<file path="config.mk">
export PLATFORM = sky130hd
export DESIGN_NAME = lru_key_value_cache
export DESIGN_NICKNAME = d
export VERILOG_FILES = /design/src/hdl/lkvc_pkg.sv /design/src/hdl/lkvc_cell.sv /design/src/hdl/lru_key_value_cache.sv
export SDC_FILE = /design/constraint.sdc
export NUM_CORES = 2
export LEC_CHECK = 0
export BUFFER_PORTS_ARGS = -buffer_cell sky130_fd_sc_hd__clkbuf_2
export CORE_UTILIZATION = 55
export DETAILED_ROUTE_END_ITERATION = 8
export PLACE_DENSITY = 0.71
export SYNTH_ARGS = -nofsm -noshare
export SYNTH_HDL_FRONTEND = slang
export SYNTH_SLANG_ARGS = --single-unit
</file>
<file path="constraint.sdc">
create_clock -name clk_i -period 13 [get_ports clk_i]
set_clock_uncertainty 0.05 [all_clocks]
set_input_delay 0 -clock clk_i [delete_from_list [all_inputs] [get_ports clk_i]]
set_output_delay 0 -clock clk_i [all_outputs]
set_load 0.01 [all_outputs]
</file>
<file path="src/hdl/lkvc_pkg.sv">
// lkvc_pkg: shared types and constants of the lru key-value cache
// holds the request/response payload structs, the entry and link structs of the cell row
// and the control struct from the sequencer to the cells; no dependencies
package lkvc_pkg;

  // field widths
  localparam int unsigned KEY_W = 32;
  localparam int unsigned VAL_W = 32;
  localparam int unsigned CAP_W = 5;

  // default number of cells and reset value of the capacity register
  localparam int unsigned DEPTH_DEF = 16;
  localparam logic [CAP_W-1:0] CAP_RESET = 5'd16;

  // request kinds
  localparam logic KIND_LOOKUP = 1'b0;
  localparam logic KIND_STORE  = 1'b1;

  typedef logic [KEY_W-1:0] key_t;
  typedef logic [VAL_W-1:0] val_t;

  // one request
  typedef struct packed {
    logic kind;
    key_t key;
    val_t value;
  } req_t;

  // one response
  typedef struct packed {
    logic hit;
    val_t read_value;
    logic evicted;
  } rsp_t;

  // contents of one cell
  typedef struct packed {
    logic valid;
    key_t key;
    val_t value;
  } entry_t;

  // search chain handed from cell to cell
  typedef struct packed {
    logic found;
    val_t fval;
  } link_t;

  // update control broadcast to every cell
  typedef struct packed {
    logic upd;
    logic hit;
    logic evict;
  } ctl_t;

endpackage

</file>
<file path="src/hdl/lkvc_cell.sv">
// lkvc_cell: one cell of the recency-ordered entry row
// compares its key with the request, passes the search chain on, shifts on update
// depends on lkvc_pkg
module lkvc_cell (
  input  logic            clk_i,
  input  logic            rst_ni,
  input  lkvc_pkg::key_t  req_key_i,
  input  lkvc_pkg::ctl_t  ctl_i,
  input  lkvc_pkg::entry_t prev_entry_i,
  input  lkvc_pkg::link_t prev_link_i,
  output lkvc_pkg::entry_t entry_o,
  output lkvc_pkg::link_t link_o
);
  import lkvc_pkg::*;

  logic   valid_q;
  key_t   key_q;
  val_t   value_q;
  logic   found_q;
  val_t   fval_q;
  logic   match;
  logic   shift;

  // local key compare
  assign match = valid_q && (key_q == req_key_i);

  // hit: cells up to the matching one move down; miss: valid cells move down,
  // plus the first free cell when nothing is evicted
  assign shift = ctl_i.hit ? !prev_link_i.found
                           : (valid_q || (!ctl_i.evict && prev_entry_i.valid));

  // valid bit
  always_ff @(posedge clk_i or negedge rst_ni) begin
    if (!rst_ni) begin
      valid_q <= 1'b0;
    end else if (ctl_i.upd && shift) begin
      valid_q <= prev_entry_i.valid;
    end
  end

  // key and value
  always_ff @(posedge clk_i) begin
    if (ctl_i.upd && shift) begin
      key_q   <= prev_entry_i.key;
      value_q <= prev_entry_i.value;
    end
  end

  // search chain, settles one cell per cycle
  always_ff @(posedge clk_i or negedge rst_ni) begin
    if (!rst_ni) begin
      found_q <= 1'b0;
    end else begin
      found_q <= prev_link_i.found || match;
    end
  end

  always_ff @(posedge clk_i) begin
    fval_q <= match ? value_q : prev_link_i.fval;
  end

  assign entry_o = '{valid: valid_q, key: key_q, value: value_q};
  assign link_o  = '{found: found_q, fval: fval_q};

endmodule

</file>
<file path="src/hdl/lru_key_value_cache.sv">
// lru_key_value_cache: top level of the fully associative lru key-value cache
// a sequencer around a row of lkvc_cell instances; depends on lkvc_pkg and lkvc_cell
//
// Usage
//   Request channel in_valid_i / in_stall_o / in_req_i carries a lookup or a store
//   of one key. Response channel out_valid_o / out_stall_i / out_rsp_o returns one
//   response per request, in order: hit, value read on a lookup hit, eviction flag.
//   The user writes the capacity register only while idle; the block does not check.
// Timing
//   The entries sit in a row of DEPTH cells ordered by recency. A request is
//   searched by a chain that moves one cell per cycle; the response is written
//   once the chain has passed the last cell, and a new request is taken only
//   after that response write, back in idle.
//   The entry row is reordered in the same cycle as the response write.
// Reset
//   Clears all valid bits, the entry count and the output valid bit, and loads
//   the capacity with 16. No clearing pass is needed.
// Stall
//   The response register holds while out_stall_i is high; a finished request
//   waits for it, and in_stall_o stays high until that response is written.
module lru_key_value_cache #(
  parameter int unsigned DEPTH = lkvc_pkg::DEPTH_DEF
) (
  input  logic                      clk_i,
  input  logic                      rst_ni,
  input  logic                      cfg_we_i,
  input  logic [lkvc_pkg::CAP_W-1:0] cfg_wdata_i,
  input  logic                      in_valid_i,
  output logic                      in_stall_o,
  input  lkvc_pkg::req_t            in_req_i,
  output logic                      out_valid_o,
  input  logic                      out_stall_i,
  output lkvc_pkg::rsp_t            out_rsp_o
);
  import lkvc_pkg::*;

  localparam int unsigned CNT_W = $clog2(DEPTH);
  localparam int unsigned NUM_W = $clog2(DEPTH + 1);
  localparam int unsigned CMP_W = (NUM_W > CAP_W) ? NUM_W : CAP_W;

  localparam logic [1:0] ST_IDLE = 2'd0;
  localparam logic [1:0] ST_SCAN = 2'd1;
  localparam logic [1:0] ST_DONE = 2'd2;

  logic [1:0]       st_q, st_d;
  logic [CNT_W-1:0] cnt_q, cnt_d;
  logic [NUM_W-1:0] num_q, num_d;
  logic [CAP_W-1:0] cap_q;
  req_t             req_q;
  logic             out_valid_q, out_valid_d;
  rsp_t             out_rsp_q, out_rsp_d;

  entry_t           ent [DEPTH];
  link_t            lnk [DEPTH];
  entry_t           head_entry;
  ctl_t             ctl;
  logic             accept;
  logic             fire;
  logic             hit;
  logic             is_store;
  logic             full;
  logic [CAP_W-1:0] cap_eff;
  val_t             found_val;

  assign accept   = in_valid_i && !in_stall_o;
  assign in_stall_o = (st_q != ST_IDLE);
  assign fire     = (st_q == ST_DONE) && (!out_valid_q || !out_stall_i);
  assign hit      = lnk[DEPTH-1].found;
  assign found_val = lnk[DEPTH-1].fval;
  assign is_store = (req_q.kind == KIND_STORE);

  // capacity zero counts as one; above DEPTH is caught by the full-row compare
  assign cap_eff = (cap_q == '0) ? CAP_W'(1) : cap_q;
  assign full    = (CMP_W'(num_q) >= CMP_W'(cap_eff)) || (num_q == NUM_W'(DEPTH));

  // broadcast control to the cell row
  assign ctl.upd   = fire && (hit || is_store);
  assign ctl.hit   = hit;
  assign ctl.evict = full;

  // entry that enters at the most recent end
  assign head_entry = '{valid: 1'b1, key: req_q.key,
                        value: is_store ? req_q.value : found_val};

  // row of cells, each fed by its neighbour
  for (genvar i = 0; i < DEPTH; i++) begin : g_cell
    entry_t prev_entry;
    link_t  prev_link;
    if (i == 0) begin : g_head
      assign prev_entry = head_entry;
      assign prev_link  = '{found: 1'b0, fval: '0};
    end else begin : g_body
      assign prev_entry = ent[i-1];
      assign prev_link  = lnk[i-1];
    end
    lkvc_cell u_cell (
      .clk_i        (clk_i),
      .rst_ni       (rst_ni),
      .req_key_i    (req_q.key),
      .ctl_i        (ctl),
      .prev_entry_i (prev_entry),
      .prev_link_i  (prev_link),
      .entry_o      (ent[i]),
      .link_o       (lnk[i])
    );
  end

  // sequencer
  always_comb begin
    st_d  = st_q;
    cnt_d = cnt_q;
    unique case (st_q)
      ST_IDLE: begin
        if (accept) begin
          st_d  = ST_SCAN;
          cnt_d = '0;
        end
      end
      ST_SCAN: begin
        cnt_d = cnt_q + CNT_W'(1);
        if (cnt_q == CNT_W'(DEPTH - 1)) begin
          st_d = ST_DONE;
        end
      end
      ST_DONE: begin
        if (fire) begin
          st_d = ST_IDLE;
        end
      end
      default: begin
        st_d = ST_IDLE;
      end
    endcase
  end

  // entry count
  always_comb begin
    num_d = num_q;
    if (fire && is_store && !hit && !full) begin
      num_d = num_q + NUM_W'(1);
    end
  end

  // response register
  always_comb begin
    out_valid_d = out_valid_q;
    out_rsp_d   = out_rsp_q;
    if (fire) begin
      out_valid_d          = 1'b1;
      out_rsp_d.hit        = hit;
      out_rsp_d.read_value = (hit && !is_store) ? found_val : '0;
      out_rsp_d.evicted    = is_store && !hit && full;
    end else if (!out_stall_i) begin
      out_valid_d = 1'b0;
    end
  end

  always_ff @(posedge clk_i or negedge rst_ni) begin
    if (!rst_ni) begin
      st_q        <= ST_IDLE;
      cnt_q       <= '0;
      num_q       <= '0;
      cap_q       <= CAP_RESET;
      out_valid_q <= 1'b0;
    end else begin
      st_q        <= st_d;
      cnt_q       <= cnt_d;
      num_q       <= num_d;
      out_valid_q <= out_valid_d;
      if (cfg_we_i) begin
        cap_q <= cfg_wdata_i;
      end
    end
  end

  // request and response payload
  always_ff @(posedge clk_i) begin
    if (accept) begin
      req_q <= in_req_i;
    end
    out_rsp_q <= out_rsp_d;
  end

  assign out_valid_o = out_valid_q;
  assign out_rsp_o   = out_rsp_q;

endmodule

</file>
Word level (Yosys, flattened, before mapping)
Index checks and enable logic that the tools add are counted.
{"block": "totals", "ff_bits": 1684, "inputBits": 75, "output_inout_bits": 36}
{"block": "op_classes", "add_sub_neg": 2, "magnitude_cmp": 1, "eq_ne": 24, "muxes": 41, "reduce_logical": 117}
{"op": "32-bit == test", "count": 16}
{"op": "32-bit 2-to-1 mux", "count": 16}
{"op": "1-bit logical AND", "count": 56}
{"op": "1-bit logical OR", "count": 34}
{"op": "1-bit zero test", "count": 21}
{"op": "1-bit 2-to-1 mux", "count": 18}
{"op": "4-bit one-hot mux with 2 select lines", "count": 1}
{"op": "2-bit 2-to-1 mux", "count": 3}
{"op": "2-bit != test, second input constant", "count": 3}
{"op": "2-bit one-hot mux with 3 select lines", "count": 1}
{"op": "5-bit by 1-bit adder with 5-bit output, second input constant", "count": 1}
{"op": "5-bit == test, second input constant", "count": 1}
{"op": "5-bit >= comparator", "count": 1}
{"op": "5-bit zero test", "count": 1}
{"op": "5-bit 2-to-1 mux", "count": 1}
{"op": "4-bit by 1-bit adder with 4-bit output, second input constant", "count": 1}
{"op": "4-bit == test, second input constant", "count": 1}
{"op": "4-bit 2-to-1 mux", "count": 1}
{"op": "2-bit nonzero test", "count": 2}
{"op": "3-bit AND reduction", "count": 1}
{"op": "2-bit by 1-bit == test with 1-bit output, second input constant", "count": 1}
{"op": "2-bit == test, second input constant", "count": 1}
{"op": "2-bit zero test", "count": 1}
{"op": "2-bit by 1-bit != test with 1-bit output, second input constant", "count": 1}
{"op": "2-bit AND reduction", "count": 1}

Longest topological paths before layout
{"block": "depth", "depth_word": 9, "ltp_mapped": 12}

Cells and area by module
A second synthesis with hierarchy kept.
{"block": "unflattened", "cells_unflattened": 3224, "area_unflattened_um2": 61505.2}
{"mod": "lkvc_cell", "instances": 16, "cells_per_inst": 185, "area_each_um2": 3557.2, "seq_area_each_um2": 2612.5}
{"mod": "lru_key_value_cache", "instances": 1, "cells_per_inst": 264, "area_each_um2": 4590.7, "seq_area_each_um2": 3399.5}

Worst setup path after synthesis
Ideal clock, no wire load.
{"block": "synth_path", "path_kind": "register to register", "startpoint": "reg st_q[0]", "endpoint": "reg g_cell[0].u_cell.key_q[0], enable pin", "setup_ns": 0.507, "t_arrival_ns": 6.491, "required_time_ns": 12.443, "setup_slack_ns": 5.952, "stages_incl_launch_ff": 6, "cell_sequence": "dfrtp_1 -> nand2b_1 -> a21oi_1 -> o21ai_1 -> clkbuf_1 -> a21oi_1"}
{"block": "synth_via", "elab_chain_cells": 4}
{"item": "start: declaration", "line_no": "lru_key_value_cache.sv:45", "rtl": "logic [1:0] st_q, st_d;"}
{"item": "start signal: assignment", "line_no": "lru_key_value_cache.sv:166", "rtl": "st_q <= st_d;"}
{"item": "2-bit == test", "line_no": "lru_key_value_cache.sv:67", "rtl": "assign fire = (st_q == ST_DONE) && (!out_valid_q || !out_stall_i);"}
{"item": "1-bit logical AND", "line_no": "lru_key_value_cache.sv:67"}
{"item": "net fire", "line_no": "lru_key_value_cache.sv:58", "rtl": "logic fire;"}
{"item": "1-bit logical AND", "line_no": "lru_key_value_cache.sv:77", "rtl": "assign ctl.upd = fire && (hit || is_store);"}
{"item": "1-bit logical AND", "line_no": "lkvc_cell.sv:43", "rtl": "if (ctl_i.upd && shift) begin"}
{"item": "end signal: assignment", "line_no": "lkvc_cell.sv:44", "rtl": "key_q <= prev_entry_i.key;"}
{"item": "end: declaration", "line_no": "lkvc_cell.sv:17", "rtl": "key_t key_q;"}
The timed path passes the listed nets, and every way through them passes these cells.
A chain may end at the register's enable or synchronous reset.

Worst setup path after layout
{"block": "layout_path", "startpoint": "reg cap_q[1]", "endpoint": "reg g_cell[14].u_cell.value_q[9], enable pin"}
{"block": "layout_via", "elab_chain_cells": 9}
{"item": "start: declaration", "line_no": "lru_key_value_cache.sv:48", "rtl": "logic [CAP_W-1:0] cap_q;"}
{"item": "start signal: assignment", "line_no": "lru_key_value_cache.sv:171", "rtl": "cap_q <= cfg_wdata_i;"}
{"item": "5-bit zero test", "line_no": "lru_key_value_cache.sv:73", "rtl": "assign cap_eff = (cap_q == '0) ? CAP_W'(1) : cap_q;"}
{"item": "5-bit 2-to-1 mux *", "line_no": "lru_key_value_cache.sv:73"}
{"item": "5-bit >= comparator *", "line_no": "lru_key_value_cache.sv:74", "rtl": "assign full = (CMP_W'(num_q) >= CMP_W'(cap_eff)) || (num_q == NUM_W'(DEPTH));"}
{"item": "1-bit logical OR *", "line_no": "lru_key_value_cache.sv:74"}
{"item": "1-bit zero test *", "line_no": "lkvc_cell.sv:30", "rtl": ": (valid_q || (!ctl_i.evict && prev_entry_i.valid));"}
{"item": "1-bit logical AND *", "line_no": "lkvc_cell.sv:30"}
{"item": "1-bit logical OR *", "line_no": "lkvc_cell.sv:30"}
{"item": "1-bit 2-to-1 mux *", "line_no": "lkvc_cell.sv:29", "rtl": "assign shift = ctl_i.hit ? !prev_link_i.found"}
{"item": "1-bit logical AND *", "line_no": "lkvc_cell.sv:43"}
{"item": "end signal: assignment", "line_no": "lkvc_cell.sv:45", "rtl": "value_q <= prev_entry_i.value;"}
{"item": "end: declaration", "line_no": "lkvc_cell.sv:18", "rtl": "val_t value_q;"}
Every way passes the cells marked *; elsewhere a longest branch is shown, timed or not.

==> out/qor.tcl <==
set qor(startpoint_type) {flip-flop}
set qor(report.final.hold_viol_count) 0
set qor(maxSlewViolCount) 0
set qor(design.core.area_um2) 108000
set qor(synth_sequential_area_ratio_pct) 75.6
set qor(drc) 0
set qor(fmax_mhz) 256
set qor(ys_warn_count) 0
set qor(post-place-cells) 4715
set qor(period_share_pct) 30.0
set qor(multi_input_area_um2) 13500
set qor(post_drt_wl_per_cell_um) 20.3
set qor(final_util_pct) 63.5
set qor(area_contributors_post_synth) {sky130_fd_sc_hd__edfxtp_1 56%, sky130_fd_sc_hd__dfxtp_1 17%, sky130_fd_sc_hd__mux2_2 7.7%}
set qor(tritoncts) {built}
set qor(floorplan.initialDensity_pct) 55.6
set qor(post_route_insts_no_fill) 5178
set qor(die_area_um2) 110000
set qor(power.ir.vdd_worst_uv) 127
set qor(total_number_of_vias) 26500
set qor(switching_share_pct) 21.1
set qor(finalNetCount) 3714
set qor(cts_num_sinks) 1684
set qor(synth_cell_type_count) 50
set qor(dieHeight_um) 332
set qor(placement.setup.worst_slack_ns) 9.12
set qor(grt_max_degree) 72
set qor(path_max_fanout) 36
set qor(routabilityCongestion) 0.887
set qor(min-delay-start) {in_valid_i}
set qor(dr_wl_met3_um) 5080
set qor(cell_internal_pwr_mw) 8.54
set qor(power.share.combinational_pct) 5.4
set qor(detailedRoute.firstPassIterationCount) 5
set qor(htree_levels) 4
set qor(drive_gt1_share_pct) 25.2
set qor(worst_path_max_delay_cell) {sky130_fd_sc_hd__nor2b_4}
set qor(min_path_type) {primary input to flip-flop}
set qor(regToRegStartpoint) {cap_q[1]}
set qor(layout.cell_area.non_filler_um2) 68300
set qor(synthDominantAreaCellType) {sky130_fd_sc_hd__edfxtp_1}
set qor(route.antenna.remaining_nets) 0
set qor(worstPathCellList) {o41ai_1 > ha_1 > nand2b_1 > a21o_1 > a21oi_1 > o21a_1 > buf_4 > a211oi_1 > nor2b_4 > buf_4}
set qor(seq_pwr_share_pct) 53.1
set qor(placedInstanceArea_um2) 61600
set qor(timing.max_cap.violations) 0
set qor(result_of_the_run) {finished clean}
set qor(clkTransAtPathRegs_ns) 0.06
set qor(final.min_clock_period_ns) 3.90
set qor(totalNegativeSetupSlack_ns) 0
set qor(synthCells) 3286
set qor(antenna_violations_before_repair) 10
set qor(wl_met2_um) 47600
set qor(clk_root_buffer_cell) {sky130_fd_sc_hd__clkbuf_16}
set qor(ios) 111
set qor(route.final.wire_length_um) 105000
set qor(global_route_wire_length_before_repair_um) 161000
set qor(timing.critical_path.arrival_ns) 4.24
set qor(hpwlAfterDp_um) 70600
set qor(required_time_worst_endpoint_ns) 13.33
set qor(drt-initial-drc-count) 1751
set qor(post-synth-top-count-cell) {sky130_fd_sc_hd__edfxtp_1}
set qor(rows) 120
set qor(synth_area_per_cell_um2) 18.2
set qor(worst_path_most_repeated_cell) {sky130_fd_sc_hd__buf_4}
set qor(regArea_um2) 45200
set qor(leakagePower_nw) 24.6
set qor(setup.worst_path.start) {cap_q[1]}
set qor(clkLatencyLatePin_ns) 0.75
set qor(fill_cells) 7413
set qor(synth-edff-count) 1123
set qor(yosys.area.top_type_share_pct) 56.4
set qor(grt.overflow.total) 0
set qor(fin_ws_ns) 9.10
set qor(numCtsBuffers) 161
set qor(place.port_buffers) 110
set qor(die_width_um) 332
set qor(yosys_most_used_dff) {sky130_fd_sc_hd__edfxtp_1}
set qor(vias_in_the_first_global_route) 27700
set qor(worst_slew_pin_slew_ns) 1.05
set qor(synth.cell_area_um2) 59800
set qor(synthToLayoutAreaGrowth_pct) 14.2
set qor(crit_path_max_incr_delay_ns) 0.69
set qor(power_density_nw_per_um2) 158
set qor(syn-num-nets) 3369
set qor(number_of_gates_resized_after_cts) 0
set qor(worst_slew_margin_rel_pct) 30.2
set qor(setup_viol) 0
set qor(share_clk_of_total_power_pct) 41.5
set qor(wl_met1_um) 49100
set qor(critical_path_class) {flip-flop to flip-flop}
set qor(maximum_number_of_buffers_from_clock_root_to_sink) 3
set qor(ys_ff_latch) 1684
set qor(grt_setup_unrepaired) {false}
set qor(synth_common_cells) {1123 x sky130_fd_sc_hd__edfxtp_1, 512 x sky130_fd_sc_hd__dfxtp_1, 408 x sky130_fd_sc_hd__mux2_2}
set qor(timing.critical_path.to_type) {flip-flop}
set qor(async_reset_ff_share_pct) 2.91
set qor(dr.max_layer_used) {met4}
set qor(switchingPower_mw) 2.28
set qor(route.detailed.vias_per_inst) 5.12
set qor(globalRouteTotalUtil_pct) 19.3
-- what timing repair did --
action / in CTS / in global routing
hold endpoints to repair: 190 / 0
hold buffers: 156 / 0
setup buffers: 0 / 0
-- final timing paths --
check                      cells after the start  slack, ns                      endpoint
setup / recovery                              10       9.10  g_cell[14].u_cell.value_q[9]
hold / removal                                 4       0.16                       st_q[0]
setup reg to reg                              10       9.10  g_cell[14].u_cell.value_q[9]
hold reg to reg                                0       0.38  g_cell[9].u_cell.value_q[24]
max in group asynchronous                      4      11.95     g_cell[15].u_cell.found_q
min in group asynchronous                      4       0.40                      cnt_q[1]
-- power groups by stage --
stage	logic, mW	clock network (mW)	registers [mW]
3_5_place_dp	0.546	0	5.86
6_report	0.590	4.49	5.74
3_3_place_gp	0.538	0	5.85
4_1_cts	0.585	4.58	5.74
2_1_floorplan	0.374	0	5.86
5_1_grt	0.628	4.78	5.74
-- cell families after synthesis --
logic type	synth area share, %
flops	75.6
xor+xnor	7.46
buf+inv	2.12
mux	10.6
simple gates	3.44
compound gates	0.684
fa+ha+maj	0.167
-- registers in the layout, summed over array words and instances (netlist names) --
| register | flops |
|---|---|
| g_cell.u_cell.value_q | 512 |
| g_cell.u_cell.valid_q | 16 |
| cap_q | 5 |
| out_rsp_o | 34 |
| req_q | 32 |
| g_cell.u_cell.key_q | 512 |
| out_valid_o | 1 |
| cnt_q | 4 |
| g_cell.u_cell.found_q | 16 |
| st_q | 2 |
| is_store | 1 |
| g_cell.u_cell.fval_q | 512 |
| num_q | 5 |
| g_cell.prev_entry | 32 |
-- worst max-delay path: cells and delay by family (launching register included) --
kind	cells	cell delay [ns]
adder cells (fa/ha/maj)	1	0.29
AND/OR/NAND/NOR	2	0.82
buffers and inverters	2	0.91
AO/OA/AOI/OAI	5	1.05
flip-flops	1	0.38
-- layout by cell type, fill, tap and decap left out, types with 19 or more instances in the layout --
master,count
sky130_fd_sc_hd__mux2_2,408
sky130_fd_sc_hd__buf_4,63
sky130_fd_sc_hd__clkbuf_2,110
sky130_fd_sc_hd__and3b_1,32
sky130_fd_sc_hd__clkbuf_16,164
sky130_fd_sc_hd__nor4_1,44
sky130_fd_sc_hd__dlygate4sd3_1,156
sky130_fd_sc_hd__nand4_1,101
sky130_fd_sc_hd__inv_1,19
sky130_fd_sc_hd__dfxtp_1,512
sky130_fd_sc_hd__clkbuf_1,55
sky130_fd_sc_hd__dfrtp_1,47
sky130_fd_sc_hd__xor2_1,130
sky130_fd_sc_hd__edfxtp_1,1123
sky130_fd_sc_hd__mux2_4,105
sky130_fd_sc_hd__nor3_1,19
sky130_fd_sc_hd__and2_1,32
sky130_fd_sc_hd__nand2b_1,20
sky130_fd_sc_hd__xnor2_1,374
-- layer usage --
layer  vias to the layer above  GRT usage (%)
met2                       617           30.0
met3                       203           3.23
met4                         0           7.55
li1                      12800              -
met5                         -              0
met1                     12900           27.3
-- stage by stage --
| stage | power, mW | hold WS, ns |
|---|---|---|
| global route | 11.2 | 0.179 |
| detailed placement | 6.40 | 0.128 |
| floorplan | 6.23 | -0.346 |
| finish | 10.8 | 0.157 |
| CTS | 10.9 | 0.0808 |
| global placement | 6.39 | 0.113 |
-- area by class of cell --
class | count | share of cell area [%]
Tap cell | 1403 | 2.57
Multi-Input combinational cell | 1436 | 19.8
Antenna cell | 4 | 0.0147
Timing Repair Buffer | 329 | 3.79
Clock inverter | 69 | 0.934
Inverter | 19 | 0.104
Clock buffer | 234 | 6.61
Sequential cell | 1684 | 66.2
No activity file was read; power rests on OpenSTA's default activity.
